File: src/rtl/scaler_rate_and_wrap_tracker_core_macros.svh
// Assertion macros for the counter wrap and rate tracker.
// Each macro samples on clk_i and is disabled while rst_ni is low.
`ifndef SCALER_RATE_AND_WRAP_TRACKER_CORE_MACROS_SVH
`define SCALER_RATE_AND_WRAP_TRACKER_CORE_MACROS_SVH

`ifndef SYNTH

// The consequent must hold in the same cycle as the antecedent.
`define SRWT_ASSERT(lbl, pre, post) \
  lbl: assert property (@(posedge clk_i) disable iff (!rst_ni) (pre) |-> (post)) \
    else $error("srwt: same-cycle check failed");

// The consequent must hold in the cycle after the antecedent.
`define SRWT_ASSERT_NXT(lbl, pre, post) \
  lbl: assert property (@(posedge clk_i) disable iff (!rst_ni) (pre) |=> (post)) \
    else $error("srwt: next-cycle check failed");

`else

`define SRWT_ASSERT(lbl, pre, post)
`define SRWT_ASSERT_NXT(lbl, pre, post)

`endif

`endif

File: src/rtl/srwt_pkg.sv
package srwt_pkg;

  localparam int CountW   = 32;
  localparam int ChanW    = 5;
  localparam int ClkHzW   = 20;
  localparam int RateW    = 48;
  localparam int ExtW     = 64;
  localparam int FracW    = 4;

  // Dividend is diff * clock_hz scaled by the four fraction bits.
  localparam int ProdW    = CountW + ClkHzW;
  localparam int NumW     = ProdW + FracW;
  localparam int DivSteps = NumW;
  localparam int StepW    = $clog2(DivSteps);

  localparam int CfgIdxW  = 1;

  typedef enum logic [CfgIdxW-1:0] {
    CFG_REF_CHANNEL = 1'b0,
    CFG_CLOCK_HZ    = 1'b1
  } cfg_idx_e;

  localparam logic [ChanW-1:0]  RefChanReset = 5'd31;
  localparam logic [ClkHzW-1:0] ClkHzReset   = 20'd1000;

  typedef struct packed {
    logic [ChanW-1:0] chan;
    logic [ExtW-1:0]  ext;
    logic [RateW-1:0] rate;
    logic             rate_valid;
    logic             wrapped;
  } result_t;

endpackage

File: src/rtl/scaler_rate_and_wrap_tracker_core.sv
// Channel   | Dir | Handshake                 | Payload
// ----------+-----+---------------------------+--------------------------------------
// s_*       | in  | s_tvalid_i / s_tready_o   | tdata: count; tuser: channel
// m_*       | out | m_tvalid_o / m_tready_i   | tdata: extended_count, rate_q4;
//           |     |                           | tuser: out_channel, rate_valid, wrapped
// cfg_*     | in  | cfg_valid_i / cfg_ready_o | cfg_index_i, cfg_data_i
//
// A dividing sample passes through the table read, one multiply, 56 restoring divide
// steps and a hand-off to the output register; other samples skip the multiply and divide.
// The next sample is accepted only once the hand-off has returned the block to idle.
// Reset clears the per-channel valid flags at once, so no clearing pass is needed.
// The input is held off while a sample is in work, and a finished result waits in
// its own stage, stalling the block, while the output register is still occupied.
`include "scaler_rate_and_wrap_tracker_core_macros.svh"

module scaler_rate_and_wrap_tracker_core #(
  parameter int CHANNELS = 32
) (
  input  logic                                       clk_i,
  input  logic                                       rst_ni,

  input  logic                                       s_tvalid_i,
  output logic                                       s_tready_o,
  // [31:0] count
  input  logic [srwt_pkg::CountW-1:0]                s_tdata_i,
  // [4:0] channel
  input  logic [srwt_pkg::ChanW-1:0]                 s_tuser_i,

  output logic                                       m_tvalid_o,
  input  logic                                       m_tready_i,
  // [63:0] extended_count, [111:64] rate_q4
  output logic [srwt_pkg::ExtW+srwt_pkg::RateW-1:0]  m_tdata_o,
  // [4:0] out_channel, [5] rate_valid, [6] wrapped
  output logic [srwt_pkg::ChanW+1:0]                 m_tuser_o,

  input  logic                                       cfg_valid_i,
  output logic                                       cfg_ready_o,
  input  logic [srwt_pkg::CfgIdxW-1:0]               cfg_index_i,
  input  logic [srwt_pkg::ClkHzW-1:0]                cfg_data_i
);

  import srwt_pkg::*;

  localparam int ChIdxW = $clog2(CHANNELS);
  localparam int EntryW = 2 * CountW;

  typedef enum logic [2:0] {
    ST_IDLE,
    ST_READ,
    ST_MUL,
    ST_DIV,
    ST_DONE
  } state_e;

  state_e                state_q;
  logic                  m_tvalid_q;
  logic [ChanW-1:0]      ref_chan_q;
  logic [ClkHzW-1:0]     clk_hz_q;
  logic [CountW-1:0]     interval_q;
  logic [CHANNELS-1:0]   valid_q;

  logic [ChanW-1:0]      chan_q;
  logic [CountW-1:0]     cnt_q;
  logic                  in_range_q;
  logic                  ent_valid_q;
  logic [NumW-1:0]       num_q;
  logic [CountW-1:0]     rem_q;
  logic [RateW-1:0]      quot_q;
  logic                  over_q;
  logic [StepW-1:0]      step_q;
  result_t               res_q;
  result_t               out_q;

  logic                  accept;
  logic                  in_range_in;
  logic                  out_free;
  logic [ChIdxW-1:0]     rd_addr;
  logic [ChIdxW-1:0]     wr_addr;
  logic                  ram_we;
  logic [EntryW-1:0]     ram_wdata;
  logic [EntryW-1:0]     ram_rdata;
  logic [CountW-1:0]     prev;
  logic [CountW-1:0]     wrap_old;
  logic [CountW-1:0]     wrap_new;
  logic [CountW:0]       sub_a;
  logic [CountW:0]       sub_b;
  logic [CountW+1:0]     sub_res;
  logic                  borrow;
  logic [CountW-1:0]     diff;
  logic                  is_ref;
  logic                  last_step;
  logic [RateW-1:0]      quot_nx;
  logic                  over_nx;
  logic [ProdW-1:0]      prod;

  assign accept      = s_tvalid_i && s_tready_o;
  assign s_tready_o  = (state_q == ST_IDLE);
  assign cfg_ready_o = 1'b1;
  assign out_free    = !m_tvalid_q || m_tready_i;
  assign in_range_in = int'(s_tuser_i) < CHANNELS;

  assign rd_addr = ChIdxW'(s_tuser_i);
  assign wr_addr = ChIdxW'(chan_q);

  // Each table entry holds the wrap count above the previous sample. An entry that
  // was never written since reset reads as zero through its valid flag.
  assign prev     = ent_valid_q ? ram_rdata[CountW-1:0]      : '0;
  assign wrap_old = ent_valid_q ? ram_rdata[EntryW-1:CountW] : '0;

  // One subtractor serves both the sample difference and every divide step. Its
  // borrow is the wrap flag in the first use and the inverted quotient bit in the second.
  always_comb begin
    if (state_q == ST_DIV) begin
      sub_a = {rem_q, num_q[NumW-1]};
      sub_b = {1'b0, interval_q};
    end else begin
      sub_a = {1'b0, cnt_q};
      sub_b = {1'b0, prev};
    end
  end

  assign sub_res = {1'b0, sub_a} - {1'b0, sub_b};
  assign borrow  = sub_res[CountW+1];
  assign diff    = sub_res[CountW-1:0];

  assign wrap_new  = wrap_old + CountW'(borrow);
  assign is_ref    = in_range_q && (chan_q == ref_chan_q);
  assign last_step = (step_q == StepW'(DivSteps - 1));

  // Quotient bits above the 48-bit rate leave through the top of the quotient
  // register and mark the result for saturation.
  assign quot_nx = {quot_q[RateW-2:0], !borrow};
  assign over_nx = over_q || quot_q[RateW-1];

  // The difference waits in the low bits of the dividend register for the multiply.
  assign prod = ProdW'(num_q[CountW-1:0]) * ProdW'(clk_hz_q);

  assign ram_we    = (state_q == ST_READ) && in_range_q;
  assign ram_wdata = {wrap_new, cnt_q};

  srwt_ram #(
    .WIDTH (EntryW),
    .DEPTH (CHANNELS)
  ) u_state_ram (
    .clk_i   (clk_i),
    .we_i    (ram_we),
    .waddr_i (wr_addr),
    .wdata_i (ram_wdata),
    .raddr_i (rd_addr),
    .rdata_o (ram_rdata)
  );

  // Sequencer, configuration registers, tick interval, channel valid flags and output valid.
  always_ff @(posedge clk_i or negedge rst_ni) begin
    if (!rst_ni) begin
      state_q    <= ST_IDLE;
      m_tvalid_q <= 1'b0;
      ref_chan_q <= RefChanReset;
      clk_hz_q   <= ClkHzReset;
      interval_q <= '0;
      valid_q    <= '0;
    end else begin
      if (cfg_valid_i) begin
        unique case (cfg_index_i)
          CFG_REF_CHANNEL: ref_chan_q <= cfg_data_i[ChanW-1:0];
          CFG_CLOCK_HZ:    clk_hz_q   <= cfg_data_i;
          default:         ;
        endcase
      end

      // In the hand-off state the output valid is set below instead.
      if (m_tvalid_q && m_tready_i && (state_q != ST_DONE)) begin
        m_tvalid_q <= 1'b0;
      end

      unique case (state_q)
        ST_IDLE: begin
          if (accept) begin
            state_q <= ST_READ;
          end
        end
        ST_READ: begin
          if (in_range_q) begin
            valid_q[wr_addr] <= 1'b1;
          end
          if (is_ref) begin
            interval_q <= diff;
          end
          if (in_range_q && !is_ref && (interval_q != '0)) begin
            state_q <= ST_MUL;
          end else begin
            state_q <= ST_DONE;
          end
        end
        ST_MUL: begin
          state_q <= ST_DIV;
        end
        ST_DIV: begin
          if (last_step) begin
            state_q <= ST_DONE;
          end
        end
        ST_DONE: begin
          if (out_free) begin
            m_tvalid_q <= 1'b1;
            state_q    <= ST_IDLE;
          end
        end
        default: begin
          state_q <= ST_IDLE;
        end
      endcase
    end
  end

  // Datapath registers.
  always_ff @(posedge clk_i) begin
    unique case (state_q)
      ST_IDLE: begin
        if (accept) begin
          chan_q      <= s_tuser_i;
          cnt_q       <= s_tdata_i;
          in_range_q  <= in_range_in;
          ent_valid_q <= valid_q[rd_addr];
        end
      end
      ST_READ: begin
        res_q.chan    <= chan_q;
        res_q.wrapped <= in_range_q && borrow;
        res_q.ext     <= in_range_q ? {wrap_new, cnt_q} : ExtW'(cnt_q);
        num_q         <= NumW'(diff);
        if (is_ref) begin
          res_q.rate       <= RateW'({clk_hz_q, {FracW{1'b0}}});
          res_q.rate_valid <= 1'b1;
        end else begin
          res_q.rate       <= '0;
          res_q.rate_valid <= 1'b0;
        end
      end
      ST_MUL: begin
        num_q  <= {prod, {FracW{1'b0}}};
        rem_q  <= '0;
        quot_q <= '0;
        over_q <= 1'b0;
        step_q <= '0;
      end
      ST_DIV: begin
        num_q  <= {num_q[NumW-2:0], 1'b0};
        rem_q  <= borrow ? sub_a[CountW-1:0] : sub_res[CountW-1:0];
        quot_q <= quot_nx;
        over_q <= over_nx;
        step_q <= step_q + StepW'(1);
        if (last_step) begin
          res_q.rate       <= over_nx ? '1 : quot_nx;
          res_q.rate_valid <= 1'b1;
        end
      end
      ST_DONE: begin
        if (out_free) begin
          out_q <= res_q;
        end
      end
      default: ;
    endcase
  end

  assign m_tvalid_o = m_tvalid_q;
  assign m_tdata_o  = {out_q.rate, out_q.ext};
  assign m_tuser_o  = {out_q.wrapped, out_q.rate_valid, out_q.chan};

  // Only one sample is in work at a time.
  `SRWT_ASSERT_NXT(a_single_item, accept, !s_tready_o)
  // The divide step counter never runs past the dividend width.
  `SRWT_ASSERT(a_step_bound, state_q == ST_DIV, int'(step_q) < DivSteps)
  // A new result appears only from the hand-off state.
  `SRWT_ASSERT(a_result_source, $rose(m_tvalid_q), $past(state_q == ST_DONE))
  // A channel outside the table never reports a rate.
  `SRWT_ASSERT(a_out_of_range, m_tvalid_o && (int'(m_tuser_o[ChanW-1:0]) >= CHANNELS),
               !m_tuser_o[ChanW])

endmodule

File: src/rtl/srwt_ram.sv
module srwt_ram #(
  parameter int WIDTH = 64,
  parameter int DEPTH = 32
) (
  input  logic                     clk_i,
  input  logic                     we_i,
  input  logic [$clog2(DEPTH)-1:0] waddr_i,
  input  logic [WIDTH-1:0]         wdata_i,
  input  logic [$clog2(DEPTH)-1:0] raddr_i,
  output logic [WIDTH-1:0]         rdata_o
);

  logic [WIDTH-1:0] mem_q [DEPTH];
  logic [WIDTH-1:0] rdata_q;

  always_ff @(posedge clk_i) begin
    if (we_i) begin
      mem_q[waddr_i] <= wdata_i;
    end
    rdata_q <= mem_q[raddr_i];
  end

  assign rdata_o = rdata_q;

endmodule
File: config.mk
export PLATFORM = sky130hd
export DESIGN_NAME = scaler_rate_and_wrap_tracker_core
export DESIGN_NICKNAME = d
export VERILOG_FILES = /design/src/rtl/srwt_pkg.sv /design/src/rtl/scaler_rate_and_wrap_tracker_core.sv /design/src/rtl/srwt_ram.sv
export VERILOG_INCLUDE_DIRS = /design/src /design/src/rtl
export SDC_FILE = /design/constraint.sdc
export NUM_CORES = 2
export LEC_CHECK = 0
export CORE_UTILIZATION = 55
export DETAILED_ROUTE_END_ITERATION = 10
export DONT_BUFFER_PORTS = 1
export HOLD_SLACK_MARGIN = 0.12
export PLACE_DENSITY = 0.73
export RECOVER_POWER = 25
export SYNTH_ARGS = -nofsm -noshare
export SYNTH_HDL_FRONTEND = slang
export SYNTH_SLANG_ARGS = --single-unit
export TNS_END_PERCENT = 50
File: constraint.sdc
create_clock -name clk_i -period 7.6 [get_ports clk_i]
set_clock_uncertainty 0.1 [all_clocks]
set_input_delay 1.14 -clock clk_i [delete_from_list [all_inputs] [get_ports clk_i]]
set_output_delay 1.14 -clock clk_i [all_outputs]
set_load 0.02 [all_outputs]
# Yosys cells after proc, flatten, opt, wreduce, memory -nomap -nowiden
# Memory sizes are Yosys's and may differ from the RTL's. A register that Yosys moved wholly into a read port is not among the register bits.
# Index checks and enable logic that the tools add are counted.
[word_totals]
elab_cells = 95
n_memories = 1
latchBits = 0
output_inout_bits = 122
ramBits = 2048
input_bits = 63
ff_bits = 512
rom_bits = 0
[mem_list]
columns = ["name", "words", "width", "read_ports", "rd_ports_with_merged_regs", "wr", "line", "rtl"]
rows = [
  ["u_state_ram.mem_q", 32, 64, 1, 1, 1, "srwt_ram.sv:13", "logic [WIDTH-1:0] mem_q [DEPTH];"],
]
[op_classes]
order_cmp = 3
n_eq_ne = 10
multipliers = 1
n_shift = 0
bitwise_logic = 2
muxes = 28
n_div = 0
reduce_logical = 22
addsub = 3
[op_table]
columns = ["cell", "count"]
rows = [
  ["case mux 56 bit (3 select lines)", 1],
  ["2-to-1 mux 32 bit", 4],
  ["case mux 49 bit (2 select lines)", 1],
  ["case mux 48 bit (2 select lines)", 1],
  ["case mux 32 bit (2 select lines)", 1],
  ["multiplier 32 x 20 -> 52 bit", 1],
  ["2-to-1 mux 49 bit", 1],
  ["2-to-1 mux 48 bit", 1],
  ["subtractor 33 x 33 -> 34 bit", 1],
  ["2-to-1 mux 33 bit", 1],
  ["adder 32 x 1 -> 32 bit", 1],
  ["OR 32 bit", 1],
  ["nonzero test 32 bit", 1],
  ["2-to-1 mux 25 bit", 1],
  ["case mux 3 bit (5 select lines)", 1],
  ["< comparator 5 x 6 -> 1 bit (second input constant)", 2],
  ["2-to-1 mux 3 bit", 4],
  ["case mux 6 bit (2 select lines)", 1],
  ["AND reduction 2 bit", 6],
  ["2-to-1 mux 1 bit", 7],
  ["adder 6 x 1 -> 6 bit (second input constant)", 1],
  ["equality test 3 x 2 -> 1 bit (second input constant)", 2],
  ["equality test 6 bit (second input constant)", 1],
  ["binary-select mux 1 bit (select 5 bit)", 1],
  ["17 further kinds", 26],
]

# Logic depth before layout (Yosys ltp)
[depth]
word_depth = 7
mapped_depth = 31
depth_no_buf = 25

# By module
# Synthesis repeated with hierarchy kept, for this count alone.
[hier_totals]
hier_cells = 7133
area_unflattened_um2 = 121525.3
[by_module_without_submodules]
columns = ["mod", "seq_area_each_um2", "cells_per_inst", "area_per_inst_um2", "instances"]
rows = [
  ["srwt_ram", 62780.2, 3097, 78964.5, 1],
  ["scaler_rate_and_wrap_tracker_core", 14923.1, 4036, 42560.8, 1],
]

# Least setup slack after synthesis
# Ideal clock, no wire load.
[synth_timing]
path_type = "flip-flop to flip-flop"
from = "register state_q[2]"
to = "memory u_state_ram.mem_q[30][0] (enable)"
path_stages_with_launch = 6
setup_time_ns = 0.487
arrival_time_ns = 7.527
slack_ns = -0.515
path_buffers = 1
required_ns = 7.013
synth_period_minus_slack_ns = 8.115
cell_sequence = "dfrtp_1 > clkbuf_1 > nand2b_1 > nor2_1 > nand3b_1 > nor2_1"
[synth_between]
elab_chain_cells = 3
[synth_lines]
columns = ["item", "line", "rtl"]
rows = [
  ["start: declaration", "scaler_rate_and_wrap_tracker_core.sv:55", "state_e state_q;"],
  ["start signal: assignment", "scaler_rate_and_wrap_tracker_core.sv:156", "state_q <= ST_IDLE;"],
  ["start signal: assignment", "scaler_rate_and_wrap_tracker_core.sv:179", "state_q <= ST_READ;"],
  ["start signal: assignment", "scaler_rate_and_wrap_tracker_core.sv:190", "state_q <= ST_MUL;"],
  ["equality test 3 x 1 -> 1 bit", "scaler_rate_and_wrap_tracker_core.sv:138", "assign ram_we = (state_q == ST_READ) && in_range_q;"],
  ["2-to-1 mux 1 bit", "srwt_ram.sv:17", "if (we_i) begin"],
  ["2-to-1 mux 1 bit (implied by the code)", "srwt_ram.sv:18", "mem_q[waddr_i] <= wdata_i;"],
  ["end: declaration", "srwt_ram.sv:13", ""],
]
# Every way passes these cells.

# Worst setup path after layout
[layout_timing]
from = "register num_q[5]"
to = "register num_q[54] (data pin)"
[layout_between]
elab_chain_cells = 2
[layout_lines]
columns = ["item", "line", "rtl"]
rows = [
  ["start: declaration", "scaler_rate_and_wrap_tracker_core.sv:66", "logic [NumW-1:0] num_q;"],
  ["start signal: assignment", "scaler_rate_and_wrap_tracker_core.sv:231", "num_q <= NumW'(diff);"],
  ["start signal: assignment", "scaler_rate_and_wrap_tracker_core.sv:241", "num_q <= {prod, {FracW{1'b0}}};"],
  ["start signal: assignment", "scaler_rate_and_wrap_tracker_core.sv:248", "num_q <= {num_q[NumW-2:0], 1'b0};"],
  ["multiplier 32 x 20 -> 52 bit", "scaler_rate_and_wrap_tracker_core.sv:136", "assign prod = ProdW'(num_q[CountW-1:0]) * ProdW'(clk_hz_q);"],
  ["case mux 56 bit (3 select lines)", "scaler_rate_and_wrap_tracker_core.sv:218", "unique case (state_q)"],
]
# Every way passes these cells.
# A chain may end at the register's enable or synchronous reset.

==> results.cfg <==
[outcome]
status = finished, violations left
violations = capacitance limit, slew limit

[finish]
final_cell_mix = edfxtp_1 (2,467), mux4_2 (650), inv_1 (616)
fill_cells = 14970
drive_above_1_share = 0.2128
area_growth_pct = 11.75
finalNetCount = 8028
mostFrequentLayoutCell = edfxtp_1

[logic_synthesis]
avgSynthCellArea_um2 = 17.22
synth_nets = 7824
syn_inst = 7027
syn_area_um2 = 121000
ys_types = 80
yosysWarnings = 0
ys_ff_latch = 2624
ys_async_sr_fraction = 0.03544
synth_edf_count = 2467
synth_ff_type = edfxtp_1
yosysSeqAreaShare = 0.6421

[die]
die_w_um = 471.1
start_util = 0.5556
die_h_um = 471.1
io_pins = 185
fp-row-count = 171
coreArea_um2 = 217800
dieArea_um2 = 221900

[detailed_routing]
postRouteAntennaNets = 0
drt_iter0_drc = 7808
firstDrtPassIters = 6
drc_errors = 0
wl_per_cell_um = 29.35
vias_per_cell = 6.243
wl_um = 302300
vias = 64290

[placed_design]
numPortBuffers = 0
dp_hpwl_um = 166700
pre_cts_slack_ns = 0.04504
gp_congestion = 0.8864

[clocking]
cts_max_level = 5
root_buffer = clkbuf_16
cts_sinks = 2624
cts_buffers = 283
clk_pin_slew_ns = 0.07
clock_latency_ns = 0.94
cts_tree = done
clock_path_buffers = 4

[worst_hold_path]
hold_class = in2reg
worstHoldPathCells = 0

[global_routing]
grtUsageTotal = 0.2737
grt.overflow.total = 0
grt_pass1_wl_um = 443500
first_global_vias = 66210
antenna_found_initial = 13
grt_max_degree = 522

[critical_path]
setup.worst_path.class = reg2reg
required_ns = 8.10
endpoint_kind = flop
ff2ff_path_depth = 21
cp-start-kind = flop
worstPathArrival_ns = 7.90
crit_fanout = 12
r2r_setup_slack_ns = 0.20

[sta]
final-max-slew-violation-count = 848
setup_viol = 0
min_period_ns = 7.396
relSlewSlack = -2.666
fmax_ghz = 0.1352
worst_slack_ns = 0.2041
worst_pin_slew_ns = 5.499
fin_crit_sh = 0.9731
timing_hold_violations_final = 0

[run]
cap_violations = 18
## repair_timing
item | 4_1_cts | 5_1_grt
endpoints found under the setup margin | 1 | 224
gates resized for setup | 1 | 46
buffers inserted | 0 | 22
pin swaps | 0 | 21
endpoints found under the hold margin | 93 | 0
hold buffers | 2 | 0
## state kept, by name (all words and copies together) (netlist names), 6 cells and up
signal / cells
m_tdata_o: 112
num_q: 56
step_q: 6
m_tuser_o: 7
rem_q: 32
u_state_ram.mem_q: 2048
valid_q: 32
cnt_q: 32
res_q: 119
clk_hz_q: 20
interval_q: 32
quot_q: 48
u_state_ram.rdata_o: 64
## cells by family after synthesis
family	after synthesis	synth area share
mux	767	0.1318
buf+inv	1007	0.03137
fa+ha+maj	734	0.1092
flops	2624	0.6421
xor+xnor	106	0.007671
simple gates	1348	0.05450
compound gates	440	0.02338
other cells	1	0.00003099
## synthesized netlist by cell type (11+ instances only)
master	count	share of area
nand3_1	65	0.0027
o21ai_0	91	0.0038
nor2b_1	11	0.00057
nor3_1	11	0.00045
mux2_2	110	0.010
inv_1	617	0.019
nor2_1	118	0.0037
nand2_1	603	0.019
xor2_1	36	0.0026
dfstp_2	11	0.0024
fa_1	537	0.089
mux4_2	650	0.12
or2_2	35	0.0018
o21ai_1	27	0.0011
buf_1	57	0.0018
edfxtp_1	2467	0.61
dfxtp_1	64	0.011
nand2b_1	37	0.0019
and2_1	306	0.016
a211oi_1	13	0.00081
a21o_1	34	0.0021
ha_1	197	0.020
and3_1	95	0.0049
a211o_1	22	0.0016
o31ai_1	15	0.00093
clkbuf_1	321	0.010
xnor2_1	70	0.0051
a31oi_1	15	0.00078
dfrtp_1	82	0.017
nand4_1	21	0.0011
a21oi_1	134	0.0055
## stage by stage
stage	hold slack (ns)	instances	setup TNS [ns]	util	cell area, um2
floorplan	0.3003	7027	-0.5979	-	121000
global placement	0.3014	9768	0	0.5776	125800
detailed placement	0.3045	9768	0	0.5776	125800
CTS	0.1430	10260	0	0.6188	134800
global route	0.1607	10300	-0.009607	0.6209	135200
finish	0.1907	10300	0	0.6209	135200
## layer usage
| metal | up-vias | GRT usage | wire length, um |
|---|---|---|---|
| li1 | 26490 | - | - |
| met1 | 33940 | 0.3817 | 118100 |
| met2 | 3258 | 0.4473 | 149300 |
| met3 | 587 | 0.04496 | 25610 |
| met4 | 18 | 0.08265 | 9167 |
| met5 | - | 0 | 130 |
## critical path, cell delays in order (launching register included)
cell,delay (ns)
edfxtp_1,0.62
and2_4,0.28
fa_1,0.54
inv_1,0.06
fa_1,0.53
inv_1,0.05
fa_1,0.47
fa_1,0.55
fa_1,0.44
fa_1,0.52
inv_1,0.06
fa_1,0.48
inv_1,0.05
ha_1,0.29
a21oi_2,0.19
o21ai_1,0.13
a221o_1,0.43
a221oi_4,0.39
o31a_2,0.24
a21oi_1,0.09
or3_1,0.37
a32o_1,0.25
## area by class of cell
type / count / area (um2) / area share
multi-input cells: 3396 / 40070 / 0.2963
inverters: 618 / 2322 / 0.01717
clock buffers: 358 / 7590 / 0.05612
diodes: 5 / 12.51 / 0.00009251
flip-flops and latches: 2624 / 77730 / 0.5747
repair buffers: 308 / 2615 / 0.01934
clock inverters: 136 / 1336 / 0.009881
well taps: 2854 / 3571 / 0.02640
## final timing paths
kind	from	end
setup / recovery	num_q[5]	num_q[54]
hold / removal	s_tdata_i[10]	cnt_q[10]
setup reg to reg	num_q[5]	num_q[54]
hold reg to reg	res_q[51]	m_tdata_o[1]
max in group asynchronous	rst_ni	clk_hz_q[16]
min in group asynchronous	rst_ni	valid_q[13]
Power is not shown: default switching activity piles up to over one toggle a cycle in this logic, so the estimate is an artifact.
